==> config.mk <==
export PLATFORM = sky130hd
export DESIGN_NAME = bfls_seq
export DESIGN_NICKNAME = d
export VERILOG_FILES = /design/src/rtl/bfls_pkg.sv /design/src/rtl/bfls_seq.sv
export SDC_FILE = /design/constraint.sdc
export NUM_CORES = 1
export LEC_CHECK = 0
export BUFFER_PORTS_ARGS = -buffer_cell sky130_fd_sc_hd__buf_2
export CAP_MARGIN = 20
export CORE_UTILIZATION = 56
export CTS_BUF_LIST = sky130_fd_sc_hd__clkbuf_8
export CTS_CLUSTER_SIZE = 24
export DETAILED_ROUTE_END_ITERATION = 10
export HOLD_SLACK_MARGIN = 0.05
export PLACE_DENSITY = 0.89
export SYNTH_ARGS = -nofsm -noshare
export SYNTH_HDL_FRONTEND = slang
export SYNTH_SLANG_ARGS = --single-unit
==> constraint.sdc <==
create_clock -name clk_i -period 9.5 [get_ports clk_i]
set_clock_uncertainty 0.1 [all_clocks]
set_input_delay 0.475 -clock clk_i [delete_from_list [all_inputs] [get_ports clk_i]]
set_output_delay 0.475 -clock clk_i [all_outputs]
set_load 0.01 [all_outputs]
==> src/rtl/bfls_pkg.sv <==
package bfls_pkg;

  localparam int unsigned KeyW   = 32;
  localparam int unsigned PosW   = 16;
  localparam int unsigned SlotOW = 16;
  localparam int unsigned LvW    = 5;
  localparam int unsigned VW     = PosW + 1;
  localparam int unsigned WideW  = 32;

  localparam logic OpLoad   = 1'b0;
  localparam logic OpSearch = 1'b1;

  typedef struct packed {
    logic              op;
    logic [PosW-1:0]   position;
    logic [KeyW-1:0]   key;
  } item_t;

  typedef struct packed {
    logic              found;
    logic [SlotOW-1:0] found_slot;
  } result_t;

  typedef enum logic [2:0] {
    StIdle   = 3'b001,
    StLoad   = 3'b010,
    StSearch = 3'b100
  } state_e;

endpackage

==> src/rtl/bfls_seq.sv <==
module bfls_seq #(
  parameter int unsigned AW = 16
) (
  input  logic                        clk_i,
  input  logic                        rst_ni,
  input  logic                        item_valid_i,
  output logic                        item_ready_o,
  input  bfls_pkg::item_t             item_i,
  input  logic [bfls_pkg::LvW-1:0]    levels_i,
  input  logic                        res_ready_i,
  output logic                        res_valid_o,
  output bfls_pkg::result_t           res_o,
  output logic                        mem_we_o,
  output logic [AW-1:0]               mem_waddr_o,
  output logic [bfls_pkg::KeyW-1:0]   mem_wdata_o,
  output logic [AW-1:0]               mem_raddr_o,
  input  logic [bfls_pkg::KeyW-1:0]   mem_rdata_i
);

  bfls_pkg::state_e state_q, state_d;
  logic [AW-1:0]               idx_q, idx_d;
  logic [bfls_pkg::LvW-1:0]    level_q, level_d;
  logic [bfls_pkg::LvW-1:0]    tz_q, tz_d;
  logic [bfls_pkg::VW-1:0]     w_q, w_d;
  logic [bfls_pkg::KeyW-1:0]   key_q, key_d;

  logic                        accept;
  logic [bfls_pkg::VW-1:0]     v;
  logic                        oob;
  logic [bfls_pkg::LvW-1:0]    lv_m1;
  logic [bfls_pkg::LvW-1:0]    sh;
  logic [bfls_pkg::WideW-1:0]  slot_wide;
  logic                        hit;
  logic                        lt;
  logic                        last;
  logic [AW-1:0]               nidx;
  logic [bfls_pkg::WideW-1:0]  idx_wide;

  assign item_ready_o = (state_q == bfls_pkg::StIdle);
  assign accept       = item_valid_i & item_ready_o;

  assign v     = bfls_pkg::VW'(item_i.position) + bfls_pkg::VW'(1);
  assign oob   = (v >> levels_i) != '0;
  assign lv_m1 = levels_i - bfls_pkg::LvW'(1);
  assign sh    = lv_m1 - tz_q;

  assign slot_wide = (bfls_pkg::WideW'(1) << sh) | bfls_pkg::WideW'(w_q >> 1);

  assign hit  = (mem_rdata_i == key_q);
  assign lt   = $signed(mem_rdata_i) < $signed(key_q);
  assign last = ({1'b0, level_q} + 6'd1) >= {1'b0, levels_i};
  assign nidx = (idx_q << 1) | AW'(lt);
  assign idx_wide = bfls_pkg::WideW'(idx_q);

  always_comb begin
    state_d     = state_q;
    idx_d       = idx_q;
    level_d     = level_q;
    tz_d        = tz_q;
    w_d         = w_q;
    key_d       = key_q;
    mem_we_o    = 1'b0;
    mem_waddr_o = slot_wide[AW-1:0];
    mem_wdata_o = key_q;
    mem_raddr_o = idx_q;
    res_valid_o = 1'b0;
    res_o.found      = hit;
    res_o.found_slot = hit ? idx_wide[bfls_pkg::SlotOW-1:0] : '0;
    unique case (state_q)
      bfls_pkg::StIdle: begin
        if (accept) begin
          key_d = item_i.key;
          if (item_i.op == bfls_pkg::OpSearch) begin
            idx_d       = AW'(1);
            level_d     = '0;
            mem_raddr_o = AW'(1);
            state_d     = bfls_pkg::StSearch;
          end else if (!oob) begin
            w_d     = v;
            tz_d    = '0;
            state_d = bfls_pkg::StLoad;
          end
        end
      end
      bfls_pkg::StLoad: begin
        if (!w_q[0] && (tz_q < lv_m1)) begin
          w_d  = w_q >> 1;
          tz_d = tz_q + bfls_pkg::LvW'(1);
        end else begin
          mem_we_o = 1'b1;
          state_d  = bfls_pkg::StIdle;
        end
      end
      bfls_pkg::StSearch: begin
        if (hit || last) begin
          if (res_ready_i) begin
            res_valid_o = 1'b1;
            state_d     = bfls_pkg::StIdle;
          end
        end else begin
          idx_d       = nidx;
          level_d     = level_q + bfls_pkg::LvW'(1);
          mem_raddr_o = nidx;
        end
      end
      default: begin
        state_d = bfls_pkg::StIdle;
      end
    endcase
  end

  always_ff @(posedge clk_i or negedge rst_ni) begin
    if (!rst_ni) begin
      state_q <= bfls_pkg::StIdle;
    end else begin
      state_q <= state_d;
    end
  end

  always_ff @(posedge clk_i) begin
    idx_q   <= idx_d;
    level_q <= level_d;
    tz_q    <= tz_d;
    w_q     <= w_d;
    key_q   <= key_d;
  end

endmodule

Word-level counts from Yosys, hierarchy flattened:

Cells that the tools add are included.

* bitwise gates (word level): 3
* eq/ne operators: 14
* shift-type cells: 2
* add/sub/neg operators: 6
* mux-type cells: 31
* $lt $le $gt $ge: 3
* reduce and logical (&&, ||, !) cells: 10

Operator list (number)
* $mux 17: 4
* $mux 16: 4
* $mux 5: 7
* $pmux 17 s2: 1
* $eq 32x32->1: 1
* $lt 32x32->1: 1
* $pmux 16 s2: 1
* $pmux 5 s2: 2
* $mux 3: 6
* $add 16x1->17 const B: 1
* $reduce_bool 17->1: 1
* $shr 17x5->17: 1
* $or 16x1->16: 1
* $or 16x16->16: 1
* $shl 1x5->16 const A: 1
* $ne 2x2->1 const B: 7
* $add 5x1->5 const B: 2
* $reduce_and 5->1: 2
* $pmux 3 s3: 1
* $add 5x1->6 const B: 1
* $ge 6x5->1: 1
* $lt 5x5->1: 1
* $mux 1: 5
* $sub 5x1->5 const B: 1
* 13 further kinds: 15

* word-level logic and storage cells: 75
* output and inout port bits: 84
* register bits: 78

Longest topological paths before layout:

Gate-level depths: netlist of the first run.

* word-level depth: 7
* mapped depth: 13
* gate-level depth less buffers: 12

Least setup slack after synthesis of the first run:

OpenSTA, ideal clock, no wires.

* path type: register to register
* start: reg state_q[0]
* end: reg tz_q[0] (netlist bit) (enable)
* required time: 9021 ps
* setup slack: 6097 ps
* path buffers: 1
* cell stages (with the launch flop): 5
* arrival time: 2923 ps
* clock period less this slack: 3403 ps
* cells stage by stage: dfstp_2 -> nor3b_1 -> and2_1 -> clkbuf_1 -> a41o_1

* cells in the longest elaborated chain, start to end: 4
* elaborated cells on any way between the ends: 9

Ends and longest elaborated chain
* start: declaration: RTL line bfls_seq.sv:20 `bfls_pkg::state_e state_q, state_d;`
* start signal: assignment: RTL line bfls_seq.sv:114 `state_q <= bfls_pkg::StIdle;`
* start signal: assignment: RTL line bfls_seq.sv:116 `state_q <= state_d;`
* $eq 3x1->1 (*): RTL line bfls_seq.sv:39 `assign item_ready_o = (state_q == bfls_pkg::StIdle);`
* named net item_ready_o: RTL line bfls_seq.sv:7 `output logic item_ready_o,`
* $and 1x1->1: RTL line bfls_seq.sv:40 `assign accept = item_valid_i & item_ready_o;`
* $ne 2x1->1 (no line)
* $reduce_and 5->1 (no line) (*)
* end signal: assignment: RTL line bfls_seq.sv:123 `tz_q <= tz_d;`
* end: declaration: RTL line bfls_seq.sv:23 `logic [bfls_pkg::LvW-1:0] tz_q, tz_d;`

The timed path passes the listed nets; every way through them passes the cells marked *.
A chain may end at the register's enable or synchronous reset.

Worst setup path in the final report of the first run:

* start: reg key_q, in the netlist mem_wdata_o[20]
* end: out mem_raddr_o[0]

* cells in the longest elaborated chain, start to end: 4
* elaborated cells on any way between the ends: 6

Ends and longest elaborated chain
* start: declaration: RTL line bfls_seq.sv:25 `logic [bfls_pkg::KeyW-1:0] key_q, key_d;`
* start signal: assignment: RTL line bfls_seq.sv:125 `key_q <= key_d;`
* $lt 32x32->1 or $eq 32x32->1 (tied branches): RTL line bfls_seq.sv:50, bfls_seq.sv:49
* $or 16x1->16 or $logic_or 1x1->1 (tied branches): RTL line bfls_seq.sv:52, bfls_seq.sv:95
* $mux 16 (*): RTL line bfls_seq.sv:95 `if (hit || last) begin`
* $pmux 16 s2 (*): RTL line bfls_seq.sv:69 `unique case (state_q)`
* end: declaration: RTL line bfls_seq.sv:16 `output logic [AW-1:0] mem_raddr_o,`

Every way passes the cells marked *; elsewhere a longest branch is shown, timed or not.

==> results of run 1 <==
through the flow:
stage	std cells	hold slack (ps)	utilization [%]	power, mW	worst slack, ps
4_1_cts	760	184	72.3	0.907	5180
5_1_grt	760	174	72.3	0.950	4970
6_report	761	192	72.3	0.908	5170
2_1_floorplan	478	79.4	-	0.571	6100
3_5_place_dp	743	172	69.8	0.660	5400
3_3_place_gp	743	171	69.8	0.643	5530
sequential cells by signal, summed over array words and instances (netlist names):
signal and cells:
mem_wdata_o 32, w_q 17, idx_q 16, level_q 5, tz_q 5, state_q 3
cell families after synthesis:
| logic type | share of synthesized area [%] |
|---|---|
| AO/OA/AOI/OAI | 16.3 |
| XOR/XNOR | 4.51 |
| adder cells (fa/ha/maj) | 12.5 |
| buffers and inverters | 5.36 |
| flip-flops | 44.6 |
| multiplexers | 0.901 |
| AND/OR/NAND/NOR | 15.8 |
layout make-up:
class | instances | area [um^2] | share of cell area (%)
Tap cell | 105 | 131 | 2.19
Multi-Input combinational cell | 336 | 2430 | 40.5
Clock buffer | 9 | 124 | 2.06
Clock inverter | 7 | 71.3 | 1.19
Inverter | 50 | 188 | 3.13
Antenna cell | 1 | 2.50 | 0.0417
Timing Repair Buffer | 175 | 883 | 14.7
Sequential cell | 78 | 2170 | 36.1
worst max path at each step:
stage	startpoint	end	slack [ps]	depth (start not counted)
after global placement	mem_rdata_i[22]	mem_raddr_o[0]	5530	12
after detailed placement	mem_rdata_i[21]	mem_raddr_o[0]	5400	12
final	mem_wdata_o[20]$_DFFE_PP_	mem_raddr_o[0]	5170	12
after CTS	mem_wdata_o[20]$_DFFE_PP_	mem_raddr_o[0]	5180	12
after global routing	mem_wdata_o[22]$_DFFE_PP_	mem_raddr_o[0]	4970	12
after floorplan	state_q[0]$_DFFE_PN1P_	tz_q[0]$_SDFFCE_PN0P_	6100	4
synth_stat cells, types with 6 or more instances:
master and count:
clkbuf_1 7, o21ai_0 18, edfxtp_1 59, a31oi_1 6, a21o_1 8, dfxtp_1 16
and2_1 18, nand4_1 9, o21bai_1 20, nor2_1 34, xor2_1 10, nand3_1 18
a21oi_1 22, nand2_1 31, inv_1 48, a22o_1 15, ha_1 47, and3_1 9
xnor2_1 15
worst register-to-register path: stages (launching register included):
cell,delay (ps)
edfxtp_1,390
inv_1,80
ha_1,280
nand4_1,90
or4_4,530
nor4_2,300
and3_1,530
or4_4,260
nor2_4,80
a21oi_4,360
inv_2,150
a2bb2oi_1,180
routing by layer:
layer / track usage (%) / wire (um) / vias to the layer above / part of all wire, %
li1: - / - / 2069 / -
met1: 32.2 / 4880 / 2045 / 38
met2: 48.7 / 6640 / 205 / 52
met3: 5.98 / 946 / 34 / 7.4
met4: 11.5 / 356 / 0 / 2.8
met5: 0 / 0 / - / 0
power by group:
part / leakage, nW / switching (mW) / internal [mW]
registers: 0.719 / 0.0200 / 0.406
clock network: 0.104 / 0.128 / 0.122
logic: 2.03 / 0.138 / 0.0945
total: 2.86 / 0.286 / 0.623
what timing repair did:
item                       CTS  global route
setup endpoints to repair    0             0
hold buffers                 1             0
hold endpoints to repair     3             0
==> run summary, run 1 <==
status: finished, final reports clean
flop-to-flop setup slack: 6020 ps
minimum clock period: 4330 ps
fin area: 6000 um^2
total wire length: 12800 um
Detail Route Antenna Nets: 0
Core Region: 8300 um^2
syn nets: 616
Async SR Flop Fraction: 3.85%
final hold violations: 0
Pwr per Cell Area: 151 nW/um^2
Setup violations, final: 0
vias in the first global route: 4073
RSZ-0062 raised after global routing: false
Site Rows: 33
sequential area share after synthesis: 44.6%
1st-iter DRT viols: 213
YS warnings: 0
WP buf/inv: 3
post-synth top area cell: edfxtp_1
Final #Nets: 788
clock buffer depth: 2
Reg clk slew, reported paths: 90 ps
port bufs: 173
hold path depth: 1
Setup TNS: 0 ps
layout cells sized above 1: 31.3%
R2R Path End: idx_q[0]$_DFF_P_
largest stage delay on the critical path: 530 ps
Worst Hold Class: input port to flip-flop
CTS tree: done
Wirelength per Cell: 16.9 um
Max Cap Viol: 0
Synth Flop Type: edfxtp_1
peak supply drop: 0.110 mV
Skew-Pair Late Insertion Delay: 350 ps
CP required: 8930 ps
dpl cell area: 5790 um^2
Tot GR Track Use: 27.6%
routability cong.: 0.927
#FFs+latches synth: 78
Synth top area share: 36.5%
Pre-Repair DR Iteration Count: 5
slowest CP cell: or4_4
Most Frequent Cell on Critical Path: or4_4
I/O pin cnt: 174
PostCTS Resize Cnt: 0
Critical R2R Launch: mem_wdata_o[20]$_DFFE_PP_
# H-tree levels: 3
Max FO, Critical Path: 18
routed vias/inst: 5.72
CTS buffer count: 9
commonest cells after routing, fill and taps aside: buf_2, edfxtp_1, inv_1
highest clock rate: 0.231 GHz
grt ovf: 0
Mapped Cells: 478
Num Clock Sinks: 78
WP data arrival: 3760 ps
Crit Path Category: flip-flop to output pin
fin crit share: 45.6%
fill cell count: 587
Die ar.: 9050 um^2
Worst Min Path Start: item_i[22]
CP Capture Type: output pin
CTS root buf: clkbuf_8
Synth Cell Area: 4860 um^2
initial antenna violation count: 0
DR vias: 4353
Area Overhead vs Synth: 23.5%
first-pass GRT wire length: 19000 um
Yosys cell types: 61
setup bufs post-CTS: 0
dpl hpwl: 10100 um
max-slew violation count: 0
Die Y: 95.1 um
top post-synthesis cells by area: edfxtp_1, ha_1, dfxtp_1
Post-synth EDFFs: 59
Least-Margin Pin Slew: 913 ps
largest net degree at the start of global routing: 38
LEAKAGE: 2.86 nW
DRC: 0
Initial Util: 58.5%
crit path cell chain: inv_1 > ha_1 > nand4_1 > or4_4 > nor4_2 > and3_1 > or4_4 > nor2_4 > a21oi_4 > inv_2 > a2bb2oi_1 > buf_2
largest delay contributor family on the critical path: simple AND/OR/NAND/NOR gates
worst reg2reg path depth: 11
Worst Setup Start Kind: flip-flop
syn avg cell area: 10.2 um^2
Worst Hold End: mem_wdata_o[22]$_DFFE_PP_
commonest non-fill, non-tap cell in the layout: buf_2
Die Wd: 95.1 um
Slew headroom: 39.1%
Power figures use the tool's default switching activity.
==> run 2: changes to the inputs <==
--- a/config.mk
+++ b/config.mk
@@ -7,12 +7,12 @@
 export LEC_CHECK = 0
 export BUFFER_PORTS_ARGS = -buffer_cell sky130_fd_sc_hd__buf_2
 export CAP_MARGIN = 20
-export CORE_UTILIZATION = 56
+export CORE_UTILIZATION = 47
 export CTS_BUF_LIST = sky130_fd_sc_hd__clkbuf_8
 export CTS_CLUSTER_SIZE = 24
 export DETAILED_ROUTE_END_ITERATION = 10
 export HOLD_SLACK_MARGIN = 0.05
-export PLACE_DENSITY = 0.89
+export PLACE_DENSITY = 0.79
 export SYNTH_ARGS = -nofsm -noshare
 export SYNTH_HDL_FRONTEND = slang
 export SYNTH_SLANG_ARGS = --single-unit
==> constraint.sdc (replaced) <==
create_clock -name clk_i -period 3.9 [get_ports clk_i]
set_clock_uncertainty 0.1 [all_clocks]
set_input_delay 0.195 -clock clk_i [delete_from_list [all_inputs] [get_ports clk_i]]
set_output_delay 0.195 -clock clk_i [all_outputs]
set_load 0.01 [all_outputs]
==> run summary, run 2 (synthesis results as in run 1) <==
status: finished, final reports clean
port bufs: 173
Die ar.: 10700 um^2
largest stage delay on the critical path: 540 ps
CTS root buf: clkbuf_8
commonest non-fill, non-tap cell in the layout: buf_2
Setup violations, final: 0
Site Rows: 36
CTS buffer count: 9
Multi-input gate area: 2430 um^2
Reg area: 2170 um^2
Least-Margin Pin Slew: 580 ps
max-slew violation count: 0
minimum clock period: 3630 ps
worst reg2reg path depth: 10
Final Worst Setup Slack: 269 ps
Max Cap Viol: 0
Most Frequent Cell on Critical Path: or4_4
LEAKAGE: 3.02 nW
Worst Setup Start Kind: flip-flop
Initial Util: 49.0%
commonest cells after routing, fill and taps aside: buf_2, edfxtp_1, inv_1
vias in the first global route: 4606
Crit Path Category: flip-flop to output pin
1st-iter DRT viols: 272
Skew-Pair Late Insertion Delay: 360 ps
routed vias/inst: 5.42
I/O pin cnt: 174
Tot GR Track Use: 25.2%
WL met3: 827 um
WP data arrival: 3340 ps
largest net degree at the start of global routing: 31
Die Y: 104 um
Pwr per Cell Area: 344 nW/um^2
total wire length: 13400 um
final hold violations: 0
routability cong.: 0.900
Pre-Repair DR Iteration Count: 5
first-pass GRT wire length: 21500 um
initial antenna violation count: 1
met2 routed WL: 6610 um
Critical R2R Launch: level_q[0]$_SDFFCE_PN0P_
fill cell count: 778
highest clock rate: 0.275 GHz
grt ovf: 0
crit path cell chain: inv_1 > ha_1 > nand4_1 > or4_4 > nor4_2 > and3_1 > or4_4 > nor2_4 > a21oi_4 > buf_4 > a22o_1 > buf_2
Reg clk slew, reported paths: 100 ps
# H-tree levels: 3
flip-flop count of the largest register after layout: 32
dpl hpwl: 9900 um
Setup TNS: 0 ps
RSZ-0062 raised after global routing: false
Worst Hold Class: input port to asynchronous set/reset pin
largest delay contributor family on the critical path: simple AND/OR/NAND/NOR gates
DR vias: 4488
Max FO, Critical Path: 17
Worst path depth: 12
Core Region: 9910 um^2
top routing layer used: met4
Die Wd: 104 um
Detail Route Antenna Nets: 0
layout cells sized above 1: 30.4%
fin crit share: 93.1%
CP Capture Type: output pin
CP required: 3610 ps
peak supply drop: 0.190 mV
Setup WS pre-CTS: 570 ps
clock buffer depth: 2
CTS tree: done
Num Clock Sinks: 78
WP buf/inv: 3
met1 wire length: 5410 um
Slew headroom: 61.3%
slowest CP cell: or4_4
Worst Setup SP: mem_wdata_o[24]$_DFFE_PP_
Area Overhead vs Synth: 31.7%
DRC: 0
Wirelength per Cell: 16.2 um
Final #Nets: 827
run 2: worst reg2reg max path, stage by stage (launching register included):
cell	delay [ps]
edfxtp_1	460
ha_1	340
ha_1	270
a21boi_0	120
o21ai_0	160
a21oi_1	100
or4_4	520
nor2_4	350
a21oi_4	110
buf_4	190
a22o_1	210
run 2: worst paths after layout:
| path | slack (ps) | to |
|---|---|---|
| setup / recovery | 270 | mem_raddr_o[3] |
| hold / removal | 70 | state_q[2]$_DFFE_PN0P_ |
| setup reg to reg | 870 | idx_q[2]$_DFF_P_ |
| hold reg to reg | 420 | idx_q[0]$_DFF_P_ |
| max in group asynchronous | 3440 | state_q[0]$_DFFE_PN1P_ |
| min in group clk_i | 130 | state_q[2]$_DFFE_PN0P_ |
run 2: timing repair:
action,4_1_cts,5_1_grt
hold endpoints to repair,36,0
hold buffers,34,0
resized for setup,0,0
setup buffers,0,3
setup endpoints to repair,0,1
run 2: layout make-up:
cell class	instances	area share [%]
Tap cell	133	2.60
Multi-Input combinational cell	336	38.0
Inverter	50	2.93
Antenna cell	1	0.0391
Clock buffer	9	1.94
Timing Repair Buffer	214	19.7
Sequential cell	78	33.9
Clock inverter	7	0.900
run 2: power breakdown:
group          internal (mW)  switching (mW)  total, mW
clock network          0.240           0.326      0.566
registers              0.987          0.0467       1.03
logic                  0.259           0.342      0.601
total                   1.49           0.715       2.20
run 2: metrics by stage:
step / cells / total power [mW] / instance area [um^2] / util [%] / hold slack (ps)
floorplan: 478 / 1.39 / 4860 / - / -201
global placement: 774 / 1.58 / 5850 / 59.0 / -109
detailed placement: 774 / 1.60 / 5850 / 59.0 / -110
CTS: 824 / 2.19 / 6370 / 64.3 / 83.8
global route: 828 / 2.32 / 6400 / 64.5 / 65.8
finish: 828 / 2.20 / 6400 / 64.5 / 67.9
run 2: routing by layer:
metal | vias up | GRT usage (%)
li1 | 2153 | -
met1 | 2080 | 28.0
met2 | 207 | 44.3
met3 | 48 | 6.54
met4 | 0 | 12.9
met5 | - | 0
==> run 3: changes to the inputs <==
--- a/config.mk
+++ b/config.mk
@@ -11,6 +11,7 @@
 export CTS_BUF_LIST = sky130_fd_sc_hd__clkbuf_8
 export CTS_CLUSTER_SIZE = 24
 export DETAILED_ROUTE_END_ITERATION = 10
+export GPL_TIMING_DRIVEN = 0
 export HOLD_SLACK_MARGIN = 0.05
 export PLACE_DENSITY = 0.79
 export SYNTH_ARGS = -nofsm -noshare
==> run summary, run 3 (synthesis results as in run 1) <==
status: finished, final reports clean
CTS root buf: clkbuf_8
routability cong.: 0.847
clock buffer depth: 2
Max FO, Critical Path: 10
Worst Hold Class: input port to asynchronous set/reset pin
final hold violations: 0
Skew-Pair Late Insertion Delay: 340 ps
Initial Util: 49.0%
fill cell count: 809
commonest cells after routing, fill and taps aside: buf_2, edfxtp_1, inv_1
Inst Count DP: 781
LEAKAGE: 3.02 nW
Reg clk slew, reported paths: 90 ps
first-pass GRT wire length: 20900 um
commonest non-fill, non-tap cell in the layout: buf_2
Tot GR Track Use: 24.1%
1st-iter DRT viols: 221
Wirelength per Cell: 15.2 um
largest net degree at the start of global routing: 38
CTS tree: done
Die Y: 104 um
CP required: 3610 ps
vias in the first global route: 4395
grt ovf: 0
dpl hpwl: 9550 um
Pre-Repair DR Iteration Count: 4
Die Wd: 104 um
flip-flop count of the largest register after layout: 32
Setup WS pre-CTS: 399 ps
I/O pin cnt: 174
fin crit share: 93.2%
Site Rows: 36
Final Worst Setup Slack: 264 ps
port bufs: 170
Least-Margin Pin Slew: 934 ps
Max Cap Viol: 0
Slew headroom: 37.8%
# H-tree levels: 3
Detail Route Antenna Nets: 0
Setup violations, final: 0
Power Total: 2.18 mW
max-slew violation count: 0
total wire length: 12700 um
Hold Buf Count CTS: 34
DRC: 0
Hold Worst Slack: 93.9 ps
WP data arrival: 3340 ps
Pwr per Cell Area: 340 nW/um^2
setup bufs post-CTS: 0
peak supply drop: 0.199 mV
CTS buffer count: 9
layout cells sized above 1: 29.7%
Num Clock Sinks: 78
Worst Setup Start Kind: flip-flop
Area Overhead vs Synth: 31.7%
RSZ-0062 raised after global routing: false
Crit Path Category: flip-flop to output pin
minimum clock period: 3640 ps
Core Region: 9910 um^2
antenna diode count: 0
highest clock rate: 0.275 GHz
CP Capture Type: output pin
Die ar.: 10700 um^2
Finished Layout Cells: 831
PostCTS Resize Cnt: 0
initial antenna violation count: 0
DR vias: 4412
routed vias/inst: 5.31
Final #Nets: 831
-- run 3: cell types whose count changed in the layout (fill, tap and decap cells not counted), moves of 2 or more --
| cell | delta |
|---|---|
| clkinv_4 | -2 |
| clkbuf_1 | +6 |
| clkbuf_2 | +3 |
| buf_4 | -5 |
| inv_6 | +2 |
-- run 3: final timing paths --
check,startpoint,end,slack [ps],cells after the start
worst min register to register,idx_q[15]$_DFF_P_,idx_q[15]$_DFF_P_,400,1
worst min-delay path,rst_ni,state_q[2]$_DFFE_PN0P_,90,2
min in group clk_i,res_ready_i,state_q[2]$_DFFE_PN0P_,120,3
max in group asynchronous,rst_ni,state_q[0]$_DFFE_PN1P_,3400,2
worst max register to register,state_q[0]$_DFFE_PN1P_,tz_q[3]$_SDFFCE_PN0P_,720,4
worst max-delay path,mem_wdata_o[21]$_DFFE_PP_,mem_raddr_o[1],260,13
-- run 3: through the flow --
stage | area (um^2) | TNS (ps) | util [%]
6_report | 6400 | 0 | 64.6
5_1_grt | 6400 | 0 | 64.6
4_1_cts | 6400 | 0 | 64.6
3_5_place_dp | 5880 | 0 | 59.3
3_3_place_gp | 5880 | -719 | 59.3
2_1_floorplan | 4860 | 0 | -
-- run 3: power breakdown --
group | total (mW) | switching [mW] | internal (mW) | leakage, nW
logic | 0.583 | 0.331 | 0.252 | 2.20
registers | 1.04 | 0.0484 | 0.990 | 0.719
clock network | 0.555 | 0.302 | 0.253 | 0.0988
-- run 3: layout make-up --
type | count | area [um^2] | share of cell area, %
multi-input cells | 336 | 2430 | 38.0
flip-flops and latches | 78 | 2170 | 33.9
repair buffers | 204 | 1190 | 18.6
inverters | 50 | 188 | 2.93
well taps | 133 | 166 | 2.60
clock buffers | 10 | 138 | 2.15
plain buffers | 14 | 73.8 | 1.15
clock inverters | 6 | 43.8 | 0.684
-- run 3: worst max-delay path, stage by stage, from the launching register on --
cell and delay [ps]:
edfxtp_1 360, inv_1 60, ha_1 300, nand4_1 100, or4_4 530, nor4_2 300, and3_1 220, buf_4 160
or4_4 160, nor2_4 60, a21oi_4 250, buf_6 190, a22o_1 150, buf_2 140
-- run 3: layer usage --
layer	wire (um)	share of wire, %	GRT usage, %	vias to the layer above
li1	-	-	-	2162
met1	5350	42	29.9	2092
met2	6500	51	43.3	138
met3	579	4.6	3.21	20
met4	227	1.8	7.65	0
met5	0	0	0	-
